$ cat src/rtl/ffea_pkg.sv
// Package for the first-fit extent allocator: sizes, codes, state type and mask helper.
package ffea_pkg;

   localparam int NUM_SECTORS = 32;
   localparam int IDX_W       = $clog2(NUM_SECTORS);
   localparam int LIM_W       = 7;

   localparam logic OP_ALLOC = 1'b0;
   localparam logic OP_FREE  = 1'b1;

   localparam logic [1:0] STATUS_DONE    = 2'd0;
   localparam logic [1:0] STATUS_NOSPACE = 2'd1;
   localparam logic [1:0] STATUS_BADFREE = 2'd2;

   typedef enum logic [0:0] {
      ST_IDLE,
      ST_SCAN
   } state_type;

   function automatic logic [NUM_SECTORS-1:0] range_mask(input logic [LIM_W-1:0] lo,
                                                        input logic [LIM_W-1:0] hi);
      logic [NUM_SECTORS-1:0] m;
      m = '0;
      for (int k = 0; k < NUM_SECTORS; k++) begin
         m[k] = (LIM_W'(k) >= lo) && (LIM_W'(k) <= hi);
      end
      return m;
   endfunction

endpackage

$ cat src/rtl/first_fit_extent_allocator.sv
// First-fit sector allocator over a free bitmap with one-sector-per-cycle scan.
//
//   channel   ports                                        transfer
//   request   start, busy, req_op, req_count,               start high, busy low
//             req_start_sector, req_last_sector
//   result    rsp_valid, rsp_status, rsp_run_first,         rsp_valid high, one cycle
//             rsp_run_last
//
// A free request, or an allocate with count zero, is answered from idle; busy stays low.
// An allocate with a nonzero count enters the scan, where one map bit is examined per
// cycle by the shared run counter and compare until a run reaches count or the map ends.
// The result strobe comes in the cycle after the last one of the item.
// Reset sets every sector free and clears the sequencer; results are never stalled.
module first_fit_extent_allocator
   import ffea_pkg::*;
(
   input  logic       clock,
   input  logic       reset,
   input  logic       start,
   output logic       busy,
   input  logic       req_op,
   input  logic [5:0] req_count,
   input  logic [4:0] req_start_sector,
   input  logic [4:0] req_last_sector,
   output logic       rsp_valid,
   output logic [1:0] rsp_status,
   output logic [4:0] rsp_run_first,
   output logic [4:0] rsp_run_last
);

   state_type              state_ff, state_in;
   logic [NUM_SECTORS-1:0] map_ff, map_in;
   logic [IDX_W-1:0]       idx_ff, idx_in;
   logic [LIM_W-1:0]       len_ff, len_in;
   logic [IDX_W-1:0]       run_start_ff, run_start_in;
   logic [5:0]             count_ff, count_in;
   logic                   rsp_valid_ff, rsp_valid_in;
   logic [1:0]             rsp_status_ff, rsp_status_in;
   logic [4:0]             rsp_first_ff, rsp_first_in;
   logic [4:0]             rsp_last_ff, rsp_last_in;

   logic                   accept;
   logic                   cur_bit;
   logic [LIM_W-1:0]       len_next;
   logic [IDX_W-1:0]       start_next;
   logic                   found;
   logic                   at_end;
   logic                   free_bad;

   assign accept     = start && (state_ff == ST_IDLE);
   assign cur_bit    = map_ff[idx_ff];
   assign len_next   = cur_bit ? (len_ff + LIM_W'(1)) : '0;
   assign start_next = (cur_bit && (len_ff == '0)) ? idx_ff : run_start_ff;
   assign found      = cur_bit && (len_next >= LIM_W'(count_ff));
   assign at_end     = (idx_ff == IDX_W'(NUM_SECTORS - 1));
   assign free_bad   = (req_start_sector > req_last_sector) ||
                       (LIM_W'(req_last_sector) >= LIM_W'(NUM_SECTORS));

   always_comb begin
      state_in = state_ff;
      unique case (state_ff)
         ST_IDLE: begin
            if (accept && (req_op == OP_ALLOC) && (req_count != '0)) begin
               state_in = ST_SCAN;
            end
         end
         ST_SCAN: begin
            if (found || at_end) begin
               state_in = ST_IDLE;
            end
         end
         default: state_in = ST_IDLE;
      endcase
   end

   always_comb begin
      map_in        = map_ff;
      idx_in        = idx_ff;
      len_in        = len_ff;
      run_start_in  = run_start_ff;
      count_in      = count_ff;
      rsp_valid_in  = 1'b0;
      rsp_status_in = rsp_status_ff;
      rsp_first_in  = rsp_first_ff;
      rsp_last_in   = rsp_last_ff;
      unique case (state_ff)
         ST_IDLE: begin
            idx_in       = '0;
            len_in       = '0;
            run_start_in = '0;
            count_in     = req_count;
            if (accept) begin
               if (req_op == OP_FREE) begin
                  rsp_valid_in = 1'b1;
                  rsp_first_in = '0;
                  rsp_last_in  = '0;
                  if (free_bad) begin
                     rsp_status_in = STATUS_BADFREE;
                  end else begin
                     rsp_status_in = STATUS_DONE;
                     map_in = map_ff | range_mask(LIM_W'(req_start_sector),
                                                  LIM_W'(req_last_sector));
                  end
               end else if (req_count == '0) begin
                  rsp_valid_in  = 1'b1;
                  rsp_status_in = STATUS_NOSPACE;
                  rsp_first_in  = '0;
                  rsp_last_in   = '0;
               end
            end
         end
         ST_SCAN: begin
            idx_in       = idx_ff + IDX_W'(1);
            len_in       = len_next;
            run_start_in = start_next;
            if (found) begin
               rsp_valid_in  = 1'b1;
               rsp_status_in = STATUS_DONE;
               rsp_first_in  = 5'(start_next);
               rsp_last_in   = 5'(idx_ff);
               map_in = map_ff & ~range_mask(LIM_W'(start_next), LIM_W'(idx_ff));
            end else if (at_end) begin
               rsp_valid_in  = 1'b1;
               rsp_status_in = STATUS_NOSPACE;
               rsp_first_in  = '0;
               rsp_last_in   = '0;
            end
         end
         default: begin
            rsp_valid_in = 1'b0;
         end
      endcase
   end

   always_ff @(posedge clock) begin
      if (reset) begin
         state_ff     <= ST_IDLE;
         map_ff       <= '1;
         rsp_valid_ff <= 1'b0;
      end else begin
         state_ff     <= state_in;
         map_ff       <= map_in;
         rsp_valid_ff <= rsp_valid_in;
      end
   end

   always_ff @(posedge clock) begin
      idx_ff        <= idx_in;
      len_ff        <= len_in;
      run_start_ff  <= run_start_in;
      count_ff      <= count_in;
      rsp_status_ff <= rsp_status_in;
      rsp_first_ff  <= rsp_first_in;
      rsp_last_ff   <= rsp_last_in;
   end

   assign busy          = (state_ff != ST_IDLE);
   assign rsp_valid     = rsp_valid_ff;
   assign rsp_status    = rsp_status_ff;
   assign rsp_run_first = rsp_first_ff;
   assign rsp_run_last  = rsp_last_ff;

   a_scan_advance: assert property (@(posedge clock) disable iff (reset)
      (state_ff == ST_SCAN) && $past(state_ff == ST_SCAN) && !$past(reset)
      |-> idx_ff == $past(idx_ff) + IDX_W'(1))
      else $error("scan index did not advance by one");

   a_map_hold_scan: assert property (@(posedge clock) disable iff (reset)
      (state_ff == ST_SCAN) && $past(state_ff == ST_SCAN) && !$past(reset)
      |-> $stable(map_ff))
      else $error("free map changed during scan");

   a_zero_on_fail: assert property (@(posedge clock) disable iff (reset)
      rsp_valid && (rsp_status != STATUS_DONE)
      |-> (rsp_run_first == '0) && (rsp_run_last == '0))
      else $error("run bounds nonzero on failed request");

   a_run_order: assert property (@(posedge clock) disable iff (reset)
      rsp_valid |-> rsp_run_last >= rsp_run_first)
      else $error("run last below run first");

   a_alloc_cleared: assert property (@(posedge clock) disable iff (reset)
      (state_ff == ST_SCAN) && found |=> !map_ff[$past(idx_ff)] && rsp_valid)
      else $error("allocated sector still marked free");

endmodule
$ cat config.mk
export PLATFORM = sky130hd
export DESIGN_NAME = first_fit_extent_allocator
export DESIGN_NICKNAME = d
export VERILOG_FILES = /design/src/rtl/ffea_pkg.sv /design/src/rtl/first_fit_extent_allocator.sv
export SDC_FILE = /design/constraint.sdc
export NUM_CORES = 1
export LEC_CHECK = 0
export BUFFER_PORTS_ARGS = -buffer_cell sky130_fd_sc_hd__buf_4
export CAP_MARGIN = 20
export CORE_MARGIN = 4
export CORE_UTILIZATION = 65
export CTS_BUF_LIST = sky130_fd_sc_hd__clkbuf_8
export CTS_CLUSTER_DIAMETER = 150
export DETAILED_ROUTE_END_ITERATION = 16
export GPL_TIMING_DRIVEN = 0
export PLACE_DENSITY = 0.82
export SETUP_SLACK_MARGIN = 0.15
export SYNTH_ARGS = -nofsm -noshare
export SYNTH_HDL_FRONTEND = slang
export SYNTH_SLANG_ARGS = --single-unit
$ cat constraint.sdc
create_clock -name clock -period 7.9 [get_ports clock]
set_input_delay 0.395 -clock clock [delete_from_list [all_inputs] [get_ports clock]]
set_output_delay 0.395 -clock clock [all_outputs]
set_load 0.02 [all_outputs]
==> results of run 1 <==
## sequential cells by signal, summed over array words and instances (netlist names)
signal,count
rsp_status,2
rsp_valid,1
idx_ff,5
rsp_run_last,5
map_ff,32
count_ff,6
run_start_ff,5
busy,1
rsp_run_first,5
len_ff,7
## final cells by class
type | instances | area share [%]
plain buffers | 39 | 4.371
well taps | 77 | 1.968
flip-flops and latches | 69 | 31.90
clock buffers | 9 | 2.531
inverters | 18 | 1.380
multi-input cells | 387 | 52.33
repair buffers | 31 | 4.652
clock inverters | 7 | 0.8691
## cell families (layout without fill, tap and decap cells)
| kind of cell | count (synthesis) | in the layout | share of synthesized area [%] |
|---|---|---|---|
| multiplexers | 37 | 37 | 9.318 |
| flip-flops | 69 | 69 | 35.45 |
| XOR/XNOR | 6 | 6 | 1.193 |
| buffers and inverters | 57 | 104 | 6.392 |
| adder cells (fa/ha/maj) | 17 | 17 | 4.829 |
| AO/OA/AOI/OAI | 146 | 146 | 22.93 |
| AND/OR/NAND/NOR | 181 | 181 | 19.89 |
## through the flow
step | cells | total power, mW
finish | 637 | 0.7610
global route | 637 | 0.7844
CTS | 637 | 0.7564
global placement | 619 | 0.5108
floorplan | 513 | 0.4720
detailed placement | 621 | 0.5137
## worst min-delay path by stage
stage                       from     endpoint  cells past startpoint
finish              req_count[4]  count_ff[4]                      1
floorplan              map_ff[0]    map_ff[0]                      2
detailed placement     map_ff[4]    map_ff[4]                      1
CTS                 req_count[4]  count_ff[4]                      1
global placement       map_ff[0]    map_ff[0]                      2
global route        req_count[4]  count_ff[4]                      1
## where the power goes
| part | leakage [nW] | switching, mW | internal [mW] |
|---|---|---|---|
| clock network | 0.0824 | 0.141 | 0.111 |
| logic | 1.21 | 0.0815 | 0.0512 |
| registers | 0.592 | 0.00421 | 0.372 |
## layer usage
| layer | part of all wire (%) | vias to the layer above | global-route usage, % |
|---|---|---|---|
| met2 | 45 | 314 | 50.47 |
| met4 | 4.7 | 0 | 13.78 |
| li1 | - | 1978 | - |
| met5 | 0 | - | 0 |
| met3 | 11 | 64 | 7.000 |
| met1 | 40 | 2043 | 43.34 |
## synth_stat cells, drive strengths merged, types with 2 or more instances
cell type	count
ha	17
a31oi	21
o21a	3
o211a	2
a311oi	9
and3	5
a21o	3
mux4	2
nor2b	11
a22oi	5
o21bai	11
or3	6
a41oi	2
mux2i	33
nor4	7
buf	10
nor3	16
nand2	39
nand2b	13
dfxtp	51
edfxtp	18
a211oi	13
o32a	2
o311a	2
a211o	5
o22ai	4
nor2	54
a21oi	33
clkbuf	29
o211ai	2
o21ai	18
inv	15
clkinv	3
nand3	10
mux2	2
xor2	3
and2	9
o311ai	2
xnor2	3
or2	7
## worst max-delay path, stage by stage, from the launching register on
cell and delay, ns:
dfxtp_1 0.36, buf_6 0.18, buf_12 0.15, buf_2 0.25
mux2i_1 0.22, o22ai_1 0.08, o21ai_0 0.43, and3_1 0.32
clkbuf_1 0.37, nor2_1 0.12, ha_1 0.30, o2111ai_1 0.09
o2111a_1 0.31, a311oi_4 0.46, nand2_2 0.26, nor4_1 0.61
a22oi_1 0.18
==> flow_summary.toml, run 1 <==
[routing]
drt_iter0_drc = 638
dr_total_vias = 4399
first_pass_iters = 6
routedWlPerCell_um = 20.45
postRouteAntennaNets = 0
drt-total-wl_um = 13030
viasPerCell = 6.906
drc = 0

[status]
outcome = "complete, no violations"

[worst_setup_path]
critPathKind = "flop to flop"
worst_setup_path_start_kind = "flop"
cp-startpoint = "idx_ff[0]"
r2r_slack_ns = 3.05
timing.rr.end = "map_ff[17]"
r2r-start = "idx_ff[0]"
crit_end = "map_ff[17]"
reg2reg_depth = 16
crit_path_max_fanout = 10
crit_arrival_ns = 5.06
cp.required_ns = 8.11
cp-end-kind = "flop"

[synth]
async_flop_share_pct = 0
synth_area_leaders = "dfxtp_1 23%, edfxtp_1 12%, mux2i_1 7.3%, ha_1 4.8%, nor2_1 4.6%"
ys_ff_latch = 69
synth_top_area_share_pct = 23.18
syn_nets = 550
synth.cell_area_sq_um = 4404
ys_seq_area_share_pct = 35.45
yosysTopAreaCell = "dfxtp_1"
postSynthAreaPerCell_sq_um = 8.585
synthFlopType = "dfxtp_1"
syn_inst = 513
yosys_warnings = 0
synth_cell_type_count = 60
synth_edf_count = 18

[sta]
worst_clock_skew_ns = 0.009862
slew_headroom_pct = 31.94
tightestPinTransition_ns = 1.013
fmax_ghz = 0.2062
timing.final.crit_share_pct = 61.39
slew_violations = 0
hold_slack_ns = 0.2203
post-route-min-period_ns = 4.850
fin_ws_ns = 3.050
hold_violations = 0
tns_ns = 0
setup_viol = 0
rsz0062_at_grt = "false"

[pwr]
ir_worst_vdd_uv = 84.18
power.leakage_nw = 1.889
cellPowerDensity_nw_per_um2 = 155.5

[grt]
first_global_vias = 4085
grt_pass1_wl_um = 21060
antenna_found_initial = 0
track_usage_pct = 32.34
grt_max_degree = 16
overflow = 0

[floorplanning]
dieArea_sq_um = 8157
num_rows = 29
initial_core_util_pct = 68.19
ioPinCount = 34
die_w_um = 90.32
die_y_um = 90.32
fp.coreArea_sq_um = 6459

[layout]
fill_cells = 503
fin_util_pct = 75.78
num_antenna_cells = 0
drive_above_1_share_pct = 12.14
nets = 592
register_area_sq_um = 1562
final_cell_mix = "54 x nor2_1, 51 x dfxtp_1, 38 x nand2_1"
syn_to_final_growth_pct = 11.14
multi_input_area_sq_um = 2561
layout_commonest_cell = "nor2_1"
design_area_sq_um = 4895

[clocking]
cts_max_level = 3
ctsResizeCount = 0
cts_buffer_depth = 2
cts_hold_buf = 0
clkTransAtPathRegs_ns = 0.08
clock_latency_ns = 0.36
cts_buffers = 9
cts_tree = "yes"
cts.sink_count = 69
cts-root-buf = "clkbuf_8"
cts_setup_buffers = 0

[job]
maxCapViolCount = 0

[hold_path]
hold_path.class = "input pin to flop"

[placed_design]
dp_hpwl_um = 10000
gp_congestion = 1.030
pre_cts_slack_ns = 3.222
port_buffers = 29
placed_area_sq_um = 4728
No activity file was read; power rests on OpenSTA's default activity.
==> inputs of run 2 (changes only) <==
--- a/config.mk
+++ b/config.mk
@@ -8,12 +8,12 @@
 export BUFFER_PORTS_ARGS = -buffer_cell sky130_fd_sc_hd__buf_4
 export CAP_MARGIN = 20
 export CORE_MARGIN = 4
-export CORE_UTILIZATION = 65
+export CORE_UTILIZATION = 57
 export CTS_BUF_LIST = sky130_fd_sc_hd__clkbuf_8
 export CTS_CLUSTER_DIAMETER = 150
 export DETAILED_ROUTE_END_ITERATION = 16
 export GPL_TIMING_DRIVEN = 0
-export PLACE_DENSITY = 0.82
+export PLACE_DENSITY = 0.76
 export SETUP_SLACK_MARGIN = 0.15
 export SYNTH_ARGS = -nofsm -noshare
 export SYNTH_HDL_FRONTEND = slang
==> constraint.sdc (replaced) <==
create_clock -name clock -period 4.07 [get_ports clock]
set_input_delay 0.2035 -clock clock [delete_from_list [all_inputs] [get_ports clock]]
set_output_delay 0.2035 -clock clock [all_outputs]
set_load 0.02 [all_outputs]
==> flow_summary.toml, run 2 (synthesized netlist as in run 1, its figures left out) <==
[status]
outcome = "complete, no violations"

[clocking]
clock_latency_ns = 0.36
cts.sink_count = 69
cts_buffers = 9
clkTransAtPathRegs_ns = 0.09
cts_buffer_depth = 2
cts_tree = "yes"
cts_hold_buf = 0
cts_max_level = 3
cts-root-buf = "clkbuf_8"

[placed_design]
pre_cts_slack_ns = -0.7030
port_buffers = 29
gp_congestion = 1.016
dp_hpwl_um = 10640

[layout]
largest_reg_flops = 32
syn_to_final_growth_pct = 16.82
num_antenna_cells = 0
multi_input_area_sq_um = 2670
fill_cells = 597
reg_top3 = "map_ff: 32 flops, len_ff: 7 flops, count_ff: 6 flops"
drive_above_1_share_pct = 16.87
regMostFlops = "map_ff"
final_cell_mix = "53 x nor2_1, 49 x dfxtp_1, 38 x buf_4"
layout_commonest_cell = "nor2_1"
register_area_sq_um = 1564
nets = 601

[worst_setup_path]
r2r-start = "idx_ff[0]"
cp-end-kind = "flop"
timing.rr.end = "map_ff[5]"
crit_arrival_ns = 4.06
crit_path_max_fanout = 10
reg2reg_depth = 17
worst_setup_path_start_kind = "flop"
critPathKind = "flop to flop"
cp.required_ns = 4.30
r2r_slack_ns = 0.23

[sta]
fin_ws_ns = 0.2334
hold_slack_ns = 0.02676
tightestPinTransition_ns = 1.080
hold_violations = 0
post-route-min-period_ns = 3.837
slew_violations = 0
timing.final.crit_share_pct = 94.26
fmax_ghz = 0.2607
rsz0062_at_grt = "false"
worst_clock_skew_ns = 0.01215
setup_viol = 0
slew_headroom_pct = 27.46

[grt]
first_global_vias = 4137
grt_max_degree = 16
track_usage_pct = 31.93
overflow = 0
antenna_found_initial = 0
grt_pass1_wl_um = 22070

[hold_path]
hold_start = "req_count[4]"
min_to = "count_ff[4]"
hold_depth = 1
hold_path.class = "input pin to flop"

[pwr]
power.leakage_nw = 1.971
ir_worst_vdd_uv = 207.3
cellPowerDensity_nw_per_um2 = 295.8

[floorplanning]
fp.coreArea_sq_um = 7370
die_y_um = 95.90
die_w_um = 95.90
num_rows = 31
ioPinCount = 34
dieArea_sq_um = 9197
initial_core_util_pct = 59.76

[routing]
first_pass_iters = 5
routedWlPerCell_um = 21.01
drc = 0
dr_total_vias = 4298
postRouteAntennaNets = 0
drt_iter0_drc = 484
drt-total-wl_um = 14030
viasPerCell = 6.434

[job]
maxCapViolCount = 0
## run 2: cell count changes in the layout (fill, tap and decap cells not counted), moves of 3 or more
cell	change
nor4_1	-3
clkbuf_4	+3
clkinv_2	-3
buf_4	+9
clkbuf_1	-4
o21ai_0	-3
## run 2: layout make-up
cell class / instances / share of cell area, %
multi-input combinational: 387 / 51.90
sequential: 69 / 30.40
timing repair buffer: 41 / 6.055
buffer: 38 / 4.377
clock buffer: 9 / 2.408
tap: 99 / 2.408
inverter: 18 / 1.313
clock inverter: 7 / 1.143
## run 2: how the worst max path moves through the flow
stage	start	depth (start not counted)	slack, ns	to
global placement	idx_ff[1]	14	-0.69	map_ff[1]
floorplan	idx_ff[0]	15	0.26	map_ff[13]
global route	idx_ff[0]	17	0.16	map_ff[5]
finish	idx_ff[0]	17	0.23	map_ff[5]
CTS	idx_ff[0]	17	0.16	map_ff[17]
detailed placement	idx_ff[1]	14	-0.70	map_ff[1]
## run 2: power breakdown
part	leakage, nW	switching, mW	internal, mW
sequential	0.593	0.0108	0.722
combinational	1.29	0.163	0.109
clock	0.0864	0.289	0.228
## run 2: repair_timing
item | CTS | global route
endpoints found under the setup margin | 56 | 53
hold endpoints to repair | 0 | 0
setup buffers | 2 | 8
gates resized for setup | 19 | 18
pin swaps | 1 | 6
cloned | 0 | 0
## run 2: layer usage
metal | up-vias | global-route usage (%) | routed length, um
li1 | 1986 | - | -
met1 | 2023 | 43.90 | 5793
met2 | 252 | 50.72 | 6554
met3 | 37 | 4.066 | 1215
met4 | 0 | 13.03 | 468
met5 | - | 0 | 0
## run 2: worst max-delay path, cell delays in order (launching register included)
cell       delay (ns)
dfxtp_2          0.36
buf_8            0.15
buf_12           0.14
buf_4            0.12
mux2i_1          0.34
o22ai_1          0.14
o21ai_2          0.16
and3_4           0.23
buf_2            0.20
nor2_1           0.08
ha_1             0.30
o2111ai_1        0.11
o2111a_1         0.30
a311oi_4         0.28
buf_6            0.17
nand4b_1         0.21
a211oi_2         0.29
o21ai_1          0.11
## run 2: metrics by stage
step | instance area, sq um | std cells | utilization, % | setup TNS [ns] | power, mW
CTS | 5027 | 660 | 68.22 | 0 | 1.510
detailed placement | 4761 | 643 | 64.60 | -17.80 | 1.002
global route | 5145 | 668 | 69.81 | 0 | 1.580
finish | 5145 | 668 | 69.81 | 0 | 1.522
floorplan | 4404 | 513 | - | 0 | 0.9162
global placement | 4746 | 641 | 64.40 | -17.67 | 0.9958
